File: config.mk
export PLATFORM = sky130hd
export DESIGN_NAME = xmodem_crc_receiver_core
export DESIGN_NICKNAME = d
export VERILOG_FILES = /design/src/rtl/xcrc_pkg.sv /design/src/rtl/xmodem_crc_receiver_core.sv /design/src/rtl/xcrc_crc16.sv /design/src/rtl/xcrc_fsm.sv
export SDC_FILE = /design/constraint.sdc
export NUM_CORES = 1
export LEC_CHECK = 0
export BUFFER_PORTS_ARGS = -buffer_cell sky130_fd_sc_hd__buf_2
export CORE_MARGIN = 1
export CORE_UTILIZATION = 25
export DETAILED_ROUTE_END_ITERATION = 8
export HOLD_SLACK_MARGIN = 0.08
export MAX_ROUTING_LAYER = met4
export PLACE_DENSITY = 0.36
export RECOVER_POWER = 50
export SYNTH_ARGS = -nofsm -noshare
export SYNTH_HDL_FRONTEND = slang
export SYNTH_HIERARCHICAL = 1
export SYNTH_SLANG_ARGS = --single-unit
File: constraint.sdc
create_clock -name clock -period 6.1 [get_ports clock]
set_input_delay 0.915 -clock clock [delete_from_list [all_inputs] [get_ports clock]]
set_output_delay 0.915 -clock clock [all_outputs]
set_load 0.05 [all_outputs]
File: src/rtl/xcrc_pkg.sv
// ----------------------------------------------------------------------------
// xcrc_pkg
// Shared types and protocol codes for the XMODEM-CRC receiver.
// ----------------------------------------------------------------------------
package xcrc_pkg;

   localparam logic [7:0]  CH_SOH = 8'h01;
   localparam logic [7:0]  CH_STX = 8'h02;
   localparam logic [7:0]  CH_EOT = 8'h04;
   localparam logic [7:0]  CH_ACK = 8'h06;
   localparam logic [7:0]  CH_NAK = 8'h15;
   localparam logic [7:0]  CH_REQ = 8'h43;
   localparam logic [15:0] CRC_POLY = 16'h1021;

   localparam logic [15:0] TIMEOUT_RESET = 16'd300;
   localparam logic [9:0]  LAST_SHORT = 10'd127;
   localparam logic [9:0]  LAST_LONG = 10'd1023;
   localparam logic [32:0] SIZE_SHORT = 33'd128;
   localparam logic [32:0] SIZE_LONG = 33'd1024;

   localparam logic CMD_BYTE = 1'b0;
   localparam logic CMD_TICK = 1'b1;

   typedef enum logic [2:0] {
      PH_WAIT   = 3'd0,
      PH_HEADER = 3'd1,
      PH_SEQ1   = 3'd2,
      PH_SEQ2   = 3'd3,
      PH_DATA   = 3'd4,
      PH_CRC_HI = 3'd5,
      PH_CRC_LO = 3'd6,
      PH_DONE   = 3'd7
   } phase_type;

   typedef enum logic [2:0] {
      ST_NONE   = 3'd0,
      ST_GOOD   = 3'd1,
      ST_CRC    = 3'd2,
      ST_SEQ    = 3'd3,
      ST_REPEAT = 3'd4
   } status_type;

   typedef struct packed {
      logic        tx_valid;
      logic [7:0]  tx_byte;
      logic        data_valid;
      logic [7:0]  data_byte;
      logic [9:0]  data_offset;
      status_type  block_status;
      logic        transfer_done;
      logic [31:0] bytes_received;
   } rsp_type;

endpackage

File: src/rtl/xmodem_crc_receiver_core.sv
// ----------------------------------------------------------------------------
// xmodem_crc_receiver_core
// XMODEM receiver with CRC-16 block check, one result word per input word.
//
// req channel: one word per received serial byte (req_command 0, req_rx_byte)
// or per timer tick (req_command 1). rsp channel: exactly one word per req
// word, carrying the byte to send back ('C', ACK or NAK), a payload byte with
// its offset, the block verdict on the last trailer byte, the done flag and
// the running total of accepted payload bytes.
// csr channel: writes timeout_ticks, always ready; write only while idle.
// Each req word passes the input register, then the result register, before
// its result word appears on rsp. Throughput: one word per cycle while rsp_ready
// is high; the CRC byte update and the state logic sit between those two
// registers.
// Reset: waits for start, expects sequence 1, total 0, timeout 300.
// When rsp_ready is low the result register holds its word, the input
// register fills, and req_ready drops; nothing is lost or repeated.
// ----------------------------------------------------------------------------
module xmodem_crc_receiver_core
   import xcrc_pkg::*;
(
   input  logic        clock,
   input  logic        reset,

   input  logic        req_valid,
   output logic        req_ready,
   input  logic        req_command,
   input  logic [7:0]  req_rx_byte,

   output logic        rsp_valid,
   input  logic        rsp_ready,
   output logic        rsp_tx_valid,
   output logic [7:0]  rsp_tx_byte,
   output logic        rsp_data_valid,
   output logic [7:0]  rsp_data_byte,
   output logic [9:0]  rsp_data_offset,
   output logic [2:0]  rsp_block_status,
   output logic        rsp_transfer_done,
   output logic [31:0] rsp_bytes_received,

   input  logic        csr_valid,
   output logic        csr_ready,
   input  logic [15:0] csr_timeout_ticks
);

   logic        in_valid_ff;
   logic        in_command_ff;
   logic [7:0]  in_byte_ff;
   logic        out_valid_ff;
   rsp_type     out_ff;
   logic [15:0] timeout_ff;
   rsp_type     rsp_in;
   logic        step;

   assign step      = in_valid_ff && (!out_valid_ff || rsp_ready);
   assign req_ready = !in_valid_ff || step;
   assign csr_ready = 1'b1;

   always_ff @(posedge clock) begin
      if (reset) begin
         in_valid_ff  <= 1'b0;
         out_valid_ff <= 1'b0;
         timeout_ff   <= TIMEOUT_RESET;
      end else begin
         if (req_ready) begin
            in_valid_ff <= req_valid;
         end
         if (step) begin
            out_valid_ff <= 1'b1;
         end else if (rsp_ready) begin
            out_valid_ff <= 1'b0;
         end
         if (csr_valid) begin
            timeout_ff <= csr_timeout_ticks;
         end
      end
   end

   always_ff @(posedge clock) begin
      if (req_valid && req_ready) begin
         in_command_ff <= req_command;
         in_byte_ff    <= req_rx_byte;
      end
      if (step) begin
         out_ff <= rsp_in;
      end
   end

   xcrc_fsm u_fsm (
      .clock         (clock),
      .reset         (reset),
      .step_en       (step),
      .command       (in_command_ff),
      .rx_byte       (in_byte_ff),
      .timeout_ticks (timeout_ff),
      .rsp           (rsp_in)
   );

   assign rsp_valid          = out_valid_ff;
   assign rsp_tx_valid       = out_ff.tx_valid;
   assign rsp_tx_byte        = out_ff.tx_byte;
   assign rsp_data_valid     = out_ff.data_valid;
   assign rsp_data_byte      = out_ff.data_byte;
   assign rsp_data_offset    = out_ff.data_offset;
   assign rsp_block_status   = out_ff.block_status;
   assign rsp_transfer_done  = out_ff.transfer_done;
   assign rsp_bytes_received = out_ff.bytes_received;

   a_done_quiet: assert property (@(posedge clock) disable iff (reset)
      out_valid_ff && out_ff.transfer_done |-> !out_ff.data_valid && out_ff.block_status == ST_NONE)
      else $error("payload or verdict after transfer end");

   a_tx_exclusive: assert property (@(posedge clock) disable iff (reset)
      out_valid_ff && out_ff.data_valid |-> !out_ff.tx_valid)
      else $error("payload word also sends a reply byte");

   a_verdict_reply: assert property (@(posedge clock) disable iff (reset)
      out_valid_ff && out_ff.block_status != ST_NONE |-> out_ff.tx_valid &&
      (out_ff.tx_byte == CH_ACK || out_ff.tx_byte == CH_NAK))
      else $error("block verdict without ACK or NAK");

   a_stall_hold: assert property (@(posedge clock) disable iff (reset)
      !req_ready |-> in_valid_ff && out_valid_ff && !rsp_ready)
      else $error("input stalled without output backpressure");

endmodule

File: src/rtl/xcrc_crc16.sv
// ----------------------------------------------------------------------------
// xcrc_crc16
// One-byte update of CRC-16/XMODEM, MSB first.
// ----------------------------------------------------------------------------
module xcrc_crc16
   import xcrc_pkg::*;
(
   input  logic [15:0] crc_in,
   input  logic [7:0]  data_in,
   output logic [15:0] crc_out
);

   always_comb begin
      logic [15:0] crc;
      crc = crc_in ^ {data_in, 8'h00};
      for (int i = 0; i < 8; i++) begin
         if (crc[15]) begin
            crc = {crc[14:0], 1'b0} ^ CRC_POLY;
         end else begin
            crc = {crc[14:0], 1'b0};
         end
      end
      crc_out = crc;
   end

endmodule

File: src/rtl/xcrc_fsm.sv
// ----------------------------------------------------------------------------
// xcrc_fsm
// Transfer state machine: header, sequence, payload, CRC trailer, verdict.
// ----------------------------------------------------------------------------
module xcrc_fsm
   import xcrc_pkg::*;
(
   input  logic        clock,
   input  logic        reset,
   input  logic        step_en,
   input  logic        command,
   input  logic [7:0]  rx_byte,
   input  logic [15:0] timeout_ticks,
   output rsp_type     rsp
);

   phase_type   phase_ff, phase_in;
   logic [15:0] start_count_ff, start_count_in;
   logic        block_long_ff, block_long_in;
   logic [9:0]  byte_count_ff, byte_count_in;
   logic [7:0]  seq_first_ff, seq_first_in;
   logic [7:0]  seq_second_ff, seq_second_in;
   logic [15:0] crc_running_ff, crc_running_in;
   logic [7:0]  crc_high_ff, crc_high_in;
   logic [7:0]  expected_seq_ff, expected_seq_in;
   logic [7:0]  last_good_ff, last_good_in;
   logic [31:0] total_ff, total_in;

   logic [15:0] crc_next;
   logic [15:0] start_inc;
   logic [32:0] total_sum;
   logic        seq_ok;
   logic        seq_repeat;

   xcrc_crc16 u_crc (
      .crc_in  (crc_running_ff),
      .data_in (rx_byte),
      .crc_out (crc_next)
   );

   assign start_inc  = start_count_ff + 16'd1;
   assign total_sum  = {1'b0, total_ff} + (block_long_ff ? SIZE_LONG : SIZE_SHORT);
   assign seq_ok     = (seq_first_ff == expected_seq_ff) && (seq_second_ff == ~expected_seq_ff);
   assign seq_repeat = (seq_first_ff == last_good_ff) && (seq_second_ff == ~last_good_ff);

   always_ff @(posedge clock) begin
      if (reset) begin
         phase_ff        <= PH_WAIT;
         start_count_ff  <= '0;
         block_long_ff   <= 1'b0;
         byte_count_ff   <= '0;
         seq_first_ff    <= '0;
         seq_second_ff   <= '0;
         crc_running_ff  <= '0;
         crc_high_ff     <= '0;
         expected_seq_ff <= 8'd1;
         last_good_ff    <= '0;
         total_ff        <= '0;
      end else if (step_en) begin
         phase_ff        <= phase_in;
         start_count_ff  <= start_count_in;
         block_long_ff   <= block_long_in;
         byte_count_ff   <= byte_count_in;
         seq_first_ff    <= seq_first_in;
         seq_second_ff   <= seq_second_in;
         crc_running_ff  <= crc_running_in;
         crc_high_ff     <= crc_high_in;
         expected_seq_ff <= expected_seq_in;
         last_good_ff    <= last_good_in;
         total_ff        <= total_in;
      end
   end

   always_comb begin
      phase_in        = phase_ff;
      start_count_in  = start_count_ff;
      block_long_in   = block_long_ff;
      byte_count_in   = byte_count_ff;
      seq_first_in    = seq_first_ff;
      seq_second_in   = seq_second_ff;
      crc_running_in  = crc_running_ff;
      crc_high_in     = crc_high_ff;
      expected_seq_in = expected_seq_ff;
      last_good_in    = last_good_ff;
      total_in        = total_ff;
      rsp             = '0;

      if (command == CMD_TICK) begin
         if (phase_ff == PH_WAIT) begin
            if (start_count_ff == '0) begin
               rsp.tx_valid = 1'b1;
               rsp.tx_byte  = CH_REQ;
            end
            start_count_in = (start_inc >= timeout_ticks) ? '0 : start_inc;
         end
      end else begin
         case (phase_ff)
            PH_WAIT, PH_HEADER: begin
               if (rx_byte == CH_SOH || rx_byte == CH_STX) begin
                  block_long_in = (rx_byte == CH_STX);
                  phase_in      = PH_SEQ1;
               end else if (rx_byte == CH_EOT) begin
                  rsp.tx_valid = 1'b1;
                  rsp.tx_byte  = CH_ACK;
                  phase_in     = PH_DONE;
               end else begin
                  phase_in = PH_DONE;
               end
            end
            PH_SEQ1: begin
               seq_first_in = rx_byte;
               phase_in     = PH_SEQ2;
            end
            PH_SEQ2: begin
               seq_second_in  = rx_byte;
               crc_running_in = '0;
               byte_count_in  = '0;
               phase_in       = PH_DATA;
            end
            PH_DATA: begin
               rsp.data_valid  = 1'b1;
               rsp.data_byte   = rx_byte;
               rsp.data_offset = byte_count_ff;
               crc_running_in  = crc_next;
               if (byte_count_ff == (block_long_ff ? LAST_LONG : LAST_SHORT)) begin
                  phase_in = PH_CRC_HI;
               end
               byte_count_in = byte_count_ff + 10'd1;
            end
            PH_CRC_HI: begin
               crc_high_in = rx_byte;
               phase_in    = PH_CRC_LO;
            end
            PH_CRC_LO: begin
               rsp.tx_valid = 1'b1;
               if ({crc_high_ff, rx_byte} != crc_running_ff) begin
                  rsp.block_status = ST_CRC;
                  rsp.tx_byte      = CH_NAK;
               end else if (!seq_ok) begin
                  if (seq_repeat) begin
                     rsp.block_status = ST_REPEAT;
                     rsp.tx_byte      = CH_ACK;
                  end else begin
                     rsp.block_status = ST_SEQ;
                     rsp.tx_byte      = CH_NAK;
                  end
               end else begin
                  rsp.block_status = ST_GOOD;
                  rsp.tx_byte      = CH_ACK;
                  last_good_in     = expected_seq_ff;
                  expected_seq_in  = expected_seq_ff + 8'd1;
                  total_in         = total_sum[32] ? '1 : total_sum[31:0];
               end
               phase_in = PH_HEADER;
            end
            default: begin
            end
         endcase
      end

      rsp.transfer_done  = (phase_in == PH_DONE);
      rsp.bytes_received = total_in;
   end

endmodule
==> impl_metrics.env, run 1 <==
export IMPL_status="finished, violations left"
export IMPL_violations="capacitance limit, slew limit"
export IMPL_hold_path_class="flop to flop"
export IMPL_start_util=0.256
export IMPL_port_buffers=95
export IMPL_path_class="input port to flop"
export IMPL_wl_um=27300
export IMPL_die_y_um=204
export IMPL_netlist_top_cells_area="dfxtp_1 (27%), edfxtp_1 (21%), mux2i_1 (4.7%), a21oi_1 (4.6%), nor2_1 (3.5%)"
export IMPL_tightestPinTransition_ns=3.50
export IMPL_hold_buffers=0
export IMPL_regArea_um2=4910
export IMPL_syn_cell_area_um2=10200
export IMPL_syn_inst=1041
export IMPL_finalHoldViolCount=0
export IMPL_drive_above_1_share=0.0961
export IMPL_wl_met3_um=1150
export IMPL_cts_tree="built"
export IMPL_route_met2_wl_um=12200
export IMPL_maxSlewHeadroom=-1.33
export IMPL_cts_root_buf="clkbuf_16"
export IMPL_area_growth_pct=16.8
export IMPL_drc=0
export IMPL_ioPinCount=97
export IMPL_min_period_ns=4.50
export IMPL_dr_max_layer_used="met4"
export IMPL_fin_skew_ns=0.0159
export IMPL_crit_path_start_kind="input port"
export IMPL_vias_per_cell=4.63
export IMPL_grt_antenna_before_repair=0
export IMPL_power_mw=3.37
export IMPL_ir_worst_vdd_mv=0.146
export IMPL_finalNetCount=1167
export IMPL_overflow=0
export IMPL_cts_buffer_depth=3
export IMPL_multi_input_area_um2=4870
export IMPL_critical_path_max_stage_delay_ns=2.55
export IMPL_cts_setup_buffers=0
export IMPL_cts_sinks=209
export IMPL_rsz0062_at_grt="false"
export IMPL_dr_pass1_iters=5
export IMPL_synth_distinct_cells=68
export IMPL_arrival_ns=4.73
export IMPL_cts_resized=0
export IMPL_setup_viol=0
export IMPL_grt_pass1_wl_um=43600
export IMPL_path_clk_slew_ns=0.05
export IMPL_drt_initial_drc_count=443
export IMPL_hold_ws_ns=0.452
export IMPL_numCtsBuffers=26
export IMPL_hpwl_um=18300
export IMPL_grt_pass1_vias=7506
export IMPL_synth_seq_cells=209
export IMPL_via_count=7685
export IMPL_fin_tns_setup_ns=0
export IMPL_powerDensity_nw_per_um2=282
export IMPL_wl_per_cell_um=16.5
export IMPL_antenna_left=0
export IMPL_met1Wirelength_um=13600
export IMPL_leakage_nw=4.42
export IMPL_end_kind="flop"
export IMPL_rows=73
export IMPL_crit_fanout=71
export IMPL_synth_top_cell_by_area="dfxtp_1"
export IMPL_path_cells="clkbuf_2 -> clkbuf_1 -> a2111oi_0"
export IMPL_clk_latency_ns=0.54
export IMPL_die_width_um=204
export IMPL_maxCapViolCount=1
export IMPL_synth_warnings=6
export IMPL_design_die_area_um2=41700
export IMPL_max_freq_mhz=222
export IMPL_async_reset_ff_frac=0
export IMPL_report_final_slew_viol_count=72
export IMPL_core_area_um2=40000
export IMPL_grt_max_degree=72
export IMPL_crit_slowest_cell="clkbuf_1"
export IMPL_grt_use_total=0.136
export IMPL_synth_edff_count=73
export IMPL_ys_seq_area_frac=0.481
export IMPL_fill_cells=4205
export IMPL_synth_flop_cell="dfxtp_1"
export IMPL_final_period_utilization=0.738
export IMPL_syn_area_per_cell_um2=9.82
export IMPL_htree_levels=1
export IMPL_place_congestion=0.774
export IMPL_critical_path_required_ns=6.33
export IMPL_synth_top_area_frac=0.266
-- Yosys cell counts (4+ instances only) --
cell type,number
nor2_1,96
nand3_1,62
nor3_1,20
xor2_1,38
o21ai_0,12
dfxtp_1,136
a211o_1,4
nand2_1,84
and2_1,24
clkbuf_1,36
buf_4,5
nor3b_1,15
and3b_1,16
buf_1,4
a21o_1,4
nor4_1,15
o22ai_1,10
mux2_1,4
buf_2,12
a211oi_1,12
xnor3_1,4
and4_1,5
xnor2_1,21
inv_1,38
a31oi_1,18
nand2b_1,6
or2_2,5
nand4_1,16
nor2b_1,12
or3_1,4
nand3b_1,5
nor3_2,4
a21oi_1,93
ha_1,23
and3_1,7
mux2i_1,48
edfxtp_1,73
-- state kept, by name (all words and copies together), names as in the netlist, 3 cells and up --
name	flops
u_fsm/total_ff	32
in_byte_ff	8
u_fsm/start_count_ff	16
u_fsm/seq_second_ff	8
timeout_ff	16
rsp_data_offset	10
rsp_data_byte	8
u_fsm/crc_high_ff	8
u_fsm/byte_count_ff	10
rsp_bytes_received	32
u_fsm/phase_ff	3
rsp_tx_byte	8
u_fsm/seq_first_ff	8
u_fsm/expected_seq_ff	8
u_fsm/crc_running_ff	16
u_fsm/last_good_ff	8
rsp_block_status	3
-- metrics by stage --
| step | setup WS [ns] | utilization | std cells | area (um2) |
|---|---|---|---|---|
| final | 1.60 | 0.299 | 1660 | 11900 |
| after floorplan | 1.51 | - | 1043 | 10200 |
| after CTS | 2.30 | 0.301 | 1659 | 12000 |
| after detailed placement | 2.34 | 0.278 | 1611 | 11100 |
| after global placement | 2.33 | 0.278 | 1611 | 11100 |
| after global routing | 1.07 | 0.299 | 1659 | 11900 |
-- final timing paths --
kind	from	to	slack (ns)	depth (start not counted)
worst min register to register	u_fsm/total_ff[4]$_SDFFE_PP0P_	u_fsm/total_ff[4]$_SDFFE_PP0P_	0.45	2
worst max-delay path	reset	u_fsm/total_ff[29]$_SDFFE_PP0P_	1.60	3
worst max register to register	u_fsm/start_count_ff[0]$_SDFFE_PP0P_	u_fsm/start_count_ff[6]$_SDFFE_PP0P_	2.27	14
worst min-delay path	u_fsm/total_ff[4]$_SDFFE_PP0P_	u_fsm/total_ff[4]$_SDFFE_PP0P_	0.45	2
-- metal layers --
layer / up-vias / track usage
li1: 3859 / -
met1: 3667 / 0.188
met2: 127 / 0.207
met3: 32 / 0.0198
met4: 0 / 0.0346
met5: - / -
-- cells in the final DEF, fill, tap and decap left out, types with 16 or more instances in the layout --
| cell type | n |
|---|---|
| dfxtp_1 | 136 |
| nand2_1 | 84 |
| clkbuf_16 | 26 |
| nor3_1 | 20 |
| xor2_1 | 38 |
| clkbuf_1 | 69 |
| edfxtp_1 | 73 |
| inv_1 | 38 |
| and3b_1 | 16 |
| nor2_1 | 96 |
| mux2i_1 | 48 |
| a21oi_1 | 93 |
| a31oi_1 | 18 |
| nand3_1 | 62 |
| buf_2 | 31 |
| xnor2_1 | 21 |
| ha_1 | 23 |
| nand4_1 | 16 |
-- worst max-delay path: cells and delay by family --
family                 cells  cell delay [ns]
AO/OA/AOI/OAI              1             0.16
buffers and inverters      2             3.58
-- where the power goes --
group	switching, mW	internal, mW
Sequential	0.0328	1.48
Clock	0.617	1.00
Combinational	0.168	0.0677
Total	0.818	2.55
-- final cells by class --
type                       instances  area share
sequential                       209       0.411
clock inverter                    17      0.0184
tap                              525      0.0550
antenna                            1    0.000209
inverter                          38      0.0119
timing repair buffer             104      0.0382
multi-input combinational        735       0.408
clock buffer                      31      0.0569
-- logic make-up after synthesis --
| group | after synthesis | share of synthesized area |
|---|---|---|
| xor+xnor | 72 | 0.0794 |
| mux | 52 | 0.0514 |
| flops | 209 | 0.481 |
| other cells | 2 | 0.000734 |
| simple gates | 412 | 0.215 |
| compound gates | 172 | 0.101 |
| buf+inv | 99 | 0.0434 |
| fa+ha+maj | 23 | 0.0281 |
Note: power is estimated with default switching activity, not from simulation.
==> inputs of run 2 (changes only) <==
- ABC_AREA: not set -> 1
- PLACE_DENSITY: 0.36 -> 0.37
- clock period: 6.1 -> 4 ns (I/O delays scaled with it)
==> impl_metrics.env, run 2 <==
export IMPL_status="finished, violations left"
export IMPL_violations="capacitance limit, slew limit"
export IMPL_worst_path_buf_inv=3
export IMPL_core_area_um2=43400
export IMPL_antenna_cells=0
export IMPL_ys_seq_area_frac=0.444
export IMPL_hpwl_um=23400
export IMPL_area_growth_pct=16.0
export IMPL_synth_warnings=6
export IMPL_grt_use_total=0.149
export IMPL_fin_tns_setup_ns=0
export IMPL_ir_worst_vdd_mv=0.219
export IMPL_drc=0
export IMPL_end_kind="flop"
export IMPL_port_buffers=95
export IMPL_async_reset_ff_frac=0
export IMPL_drive_above_1_share=0.0959
export IMPL_tightestPinTransition_ns=1.93
export IMPL_arrival_ns=3.69
export IMPL_hold_buffers=0
export IMPL_cp_common_cell="nand3_1"
export IMPL_regArea_um2=4910
export IMPL_leakage_nw=5.38
export IMPL_worstRegToRegCells=17
export IMPL_design_die_area_um2=45200
export IMPL_fin_cells=2180
export IMPL_dr_pass1_iters=5
export IMPL_final_period_utilization=0.806
export IMPL_rr_startpoint="u_fsm/start_count_ff[0]$_SDFFE_PP0P_"
export IMPL_cts_sinks=209
export IMPL_path_cells="ha_1 -> nand4_1 -> nor2_1 -> nand2_1 -> nor2_1 -> nand3_1 -> xor2_1 -> ha_1 -> nand2_1 -> inv_1 -> nand3_1 -> inv_1 -> a21oi_1 -> nand3_1 -> inv_1 -> nand3_1 -> a21oi_1"
export IMPL_synth_top_area_frac=0.246
export IMPL_layout_commonest_cell="nand2_1"
export IMPL_netlist_top_cells_area="dfxtp_1 (25%), edfxtp_1 (20%), nand2_1 (12%), inv_1 (6.7%), a21oi_1 (5.6%)"
export IMPL_rows=76
export IMPL_wl_per_cell_um=14.8
export IMPL_cts_setup_buffers=0
export IMPL_crit_path_start_kind="flop"
export IMPL_grt_max_degree=86
export IMPL_fill_cells=4768
export IMPL_ioPinCount=97
export IMPL_crit_slowest_cell="inv_1"
export IMPL_clk_latency_ns=0.55
export IMPL_path_class="flop to flop"
export IMPL_path_clk_slew_ns=0.06
export IMPL_synth_seq_cells=209
export IMPL_cts_tree="built"
export IMPL_hold_path_class="input port to flop"
export IMPL_critical_path_startpoint="u_fsm/start_count_ff[0]$_SDFFE_PP0P_"
export IMPL_place_congestion=0.841
export IMPL_final_util=0.297
export IMPL_max_freq_mhz=310
export IMPL_final_cell_mix="nand2_1 (349), inv_1 (198), nor2_1 (147)"
export IMPL_fin_skew_ns=0.0148
export IMPL_crit_fanout=16
export IMPL_critical_path_required_ns=4.46
export IMPL_start_util=0.256
export IMPL_critPathTopFamily="simple AND/OR/NAND/NOR gates"
export IMPL_numCtsBuffers=28
export IMPL_yosysMostFrequentCell="nand2_1"
export IMPL_die_width_um=213
export IMPL_drt_initial_drc_count=535
export IMPL_overflow=0
export IMPL_min_to="in_byte_ff[0]$_DFFE_PP_"
export IMPL_reg2reg_to="u_fsm/start_count_ff[0]$_SDFFE_PP0P_"
export IMPL_finalNetCount=1627
export IMPL_synth_edff_count=73
export IMPL_min_period_ns=3.23
export IMPL_die_y_um=213
export IMPL_synth_flop_cell="dfxtp_1"
export IMPL_dp_cells=2129
export IMPL_via_count=9567
export IMPL_cts_root_buf="clkbuf_16"
export IMPL_min_from="req_rx_byte[0]"
export IMPL_syn_area_per_cell_um2=7.48
export IMPL_rsz0062_at_grt="false"
export IMPL_cts_resized=0
export IMPL_htree_levels=1
export IMPL_grt_pass1_vias=9058
export IMPL_maxSlewHeadroom=-0.283
export IMPL_multi_input_area_um2=5070
export IMPL_synth_top_cell_by_area="dfxtp_1"
export IMPL_cts_buffer_depth=3
export IMPL_syn_inst=1482
export IMPL_powerDensity_nw_per_um2=394
export IMPL_grt_antenna_before_repair=0
export IMPL_finalHoldViolCount=0
export IMPL_grt_pass1_wl_um=50900
export IMPL_maxCapViolCount=1
export IMPL_power_mw=5.07
export IMPL_critical_path_max_stage_delay_ns=0.41
export IMPL_antenna_left=0
export IMPL_wl_um=32300
export IMPL_synthTopCellsByCount="nand2_1 (349), inv_1 (197), nor2_1 (146)"
export IMPL_synth_distinct_cells=48
export IMPL_report_final_slew_viol_count=35
export IMPL_syn_cell_area_um2=11100
export IMPL_vias_per_cell=4.39
export IMPL_pre_cts_ws_ns=0.641
export IMPL_finalWorstSetupSlack_ns=0.774
export IMPL_min_delay_path_depth=1
export IMPL_r2r_setup_slack_ns=0.77
export IMPL_setup_viol=0
==> run 2: area by class of cell <==
| class | instances | share of cell area |
|---|---|---|
| Clock buffer | 36 | 0.0585 |
| Clock inverter | 15 | 0.00603 |
| Inverter | 221 | 0.0647 |
| Multi-Input combinational cell | 1006 | 0.394 |
| Sequential cell | 209 | 0.382 |
| Tap cell | 585 | 0.0569 |
| Timing Repair Buffer | 108 | 0.0377 |
==> run 2: how the worst max path moves through the flow <==
stage | endpoint | slack, ns | cells after the start
detailed placement | u_fsm/byte_count_ff[4]$_SDFFE_PP0P_ | 0.64 | 13
global route | u_fsm/start_count_ff[0]$_SDFFE_PP0P_ | 0.35 | 17
global placement | u_fsm/byte_count_ff[4]$_SDFFE_PP0P_ | 0.65 | 13
CTS | u_fsm/start_count_ff[0]$_SDFFE_PP0P_ | 0.77 | 17
finish | u_fsm/start_count_ff[0]$_SDFFE_PP0P_ | 0.77 | 17
floorplan | u_fsm/byte_count_ff[8]$_SDFFE_PP0P_ | 0.59 | 11
==> run 2: logic make-up after synthesis <==
family          synth area share
xor+xnor                  0.0253
flops                      0.444
compound gates             0.112
other cells             0.000678
buf+inv                   0.0997
simple gates               0.293
fa+ha+maj                 0.0260
==> run 2: stage by stage <==
| step | hold WS (ns) | instance area, um2 |
|---|---|---|
| floorplan | 0.429 | 11100 |
| global placement | 0.444 | 12100 |
| detailed placement | 0.446 | 12100 |
| CTS | 0.193 | 13000 |
| global route | 0.203 | 12900 |
| finish | 0.228 | 12900 |
==> run 2: power breakdown <==
group	leakage, nW	total [mW]	switching (mW)	internal (mW)
registers	1.81	2.33	0.0535	2.28
logic	3.16	0.451	0.343	0.108
clock network	0.411	2.29	0.968	1.32
==> run 2: routing by layer <==
| layer | wire, um | track usage | share of wire | up-vias |
|---|---|---|---|---|
| met5 | 0 | - | 0 | - |
| met4 | 530 | 0.0355 | 0.016 | 0 |
| met3 | 1250 | 0.0205 | 0.039 | 35 |
| met2 | 14000 | 0.224 | 0.43 | 163 |
| met1 | 16500 | 0.210 | 0.51 | 4366 |
| li1 | - | - | - | 5003 |
==> run 2: worst register-to-register path: stages, from the launching register on <==
cell and delay [ns]:
dfxtp_1 0.39, ha_1 0.24, nand4_1 0.16, nor2_1 0.17
nand2_1 0.11, nor2_1 0.25, nand3_1 0.13, xor2_1 0.23
ha_1 0.28, nand2_1 0.06, inv_1 0.04, nand3_1 0.08
inv_1 0.05, a21oi_1 0.15, nand3_1 0.10, inv_1 0.41
nand3_1 0.15, a21oi_1 0.15
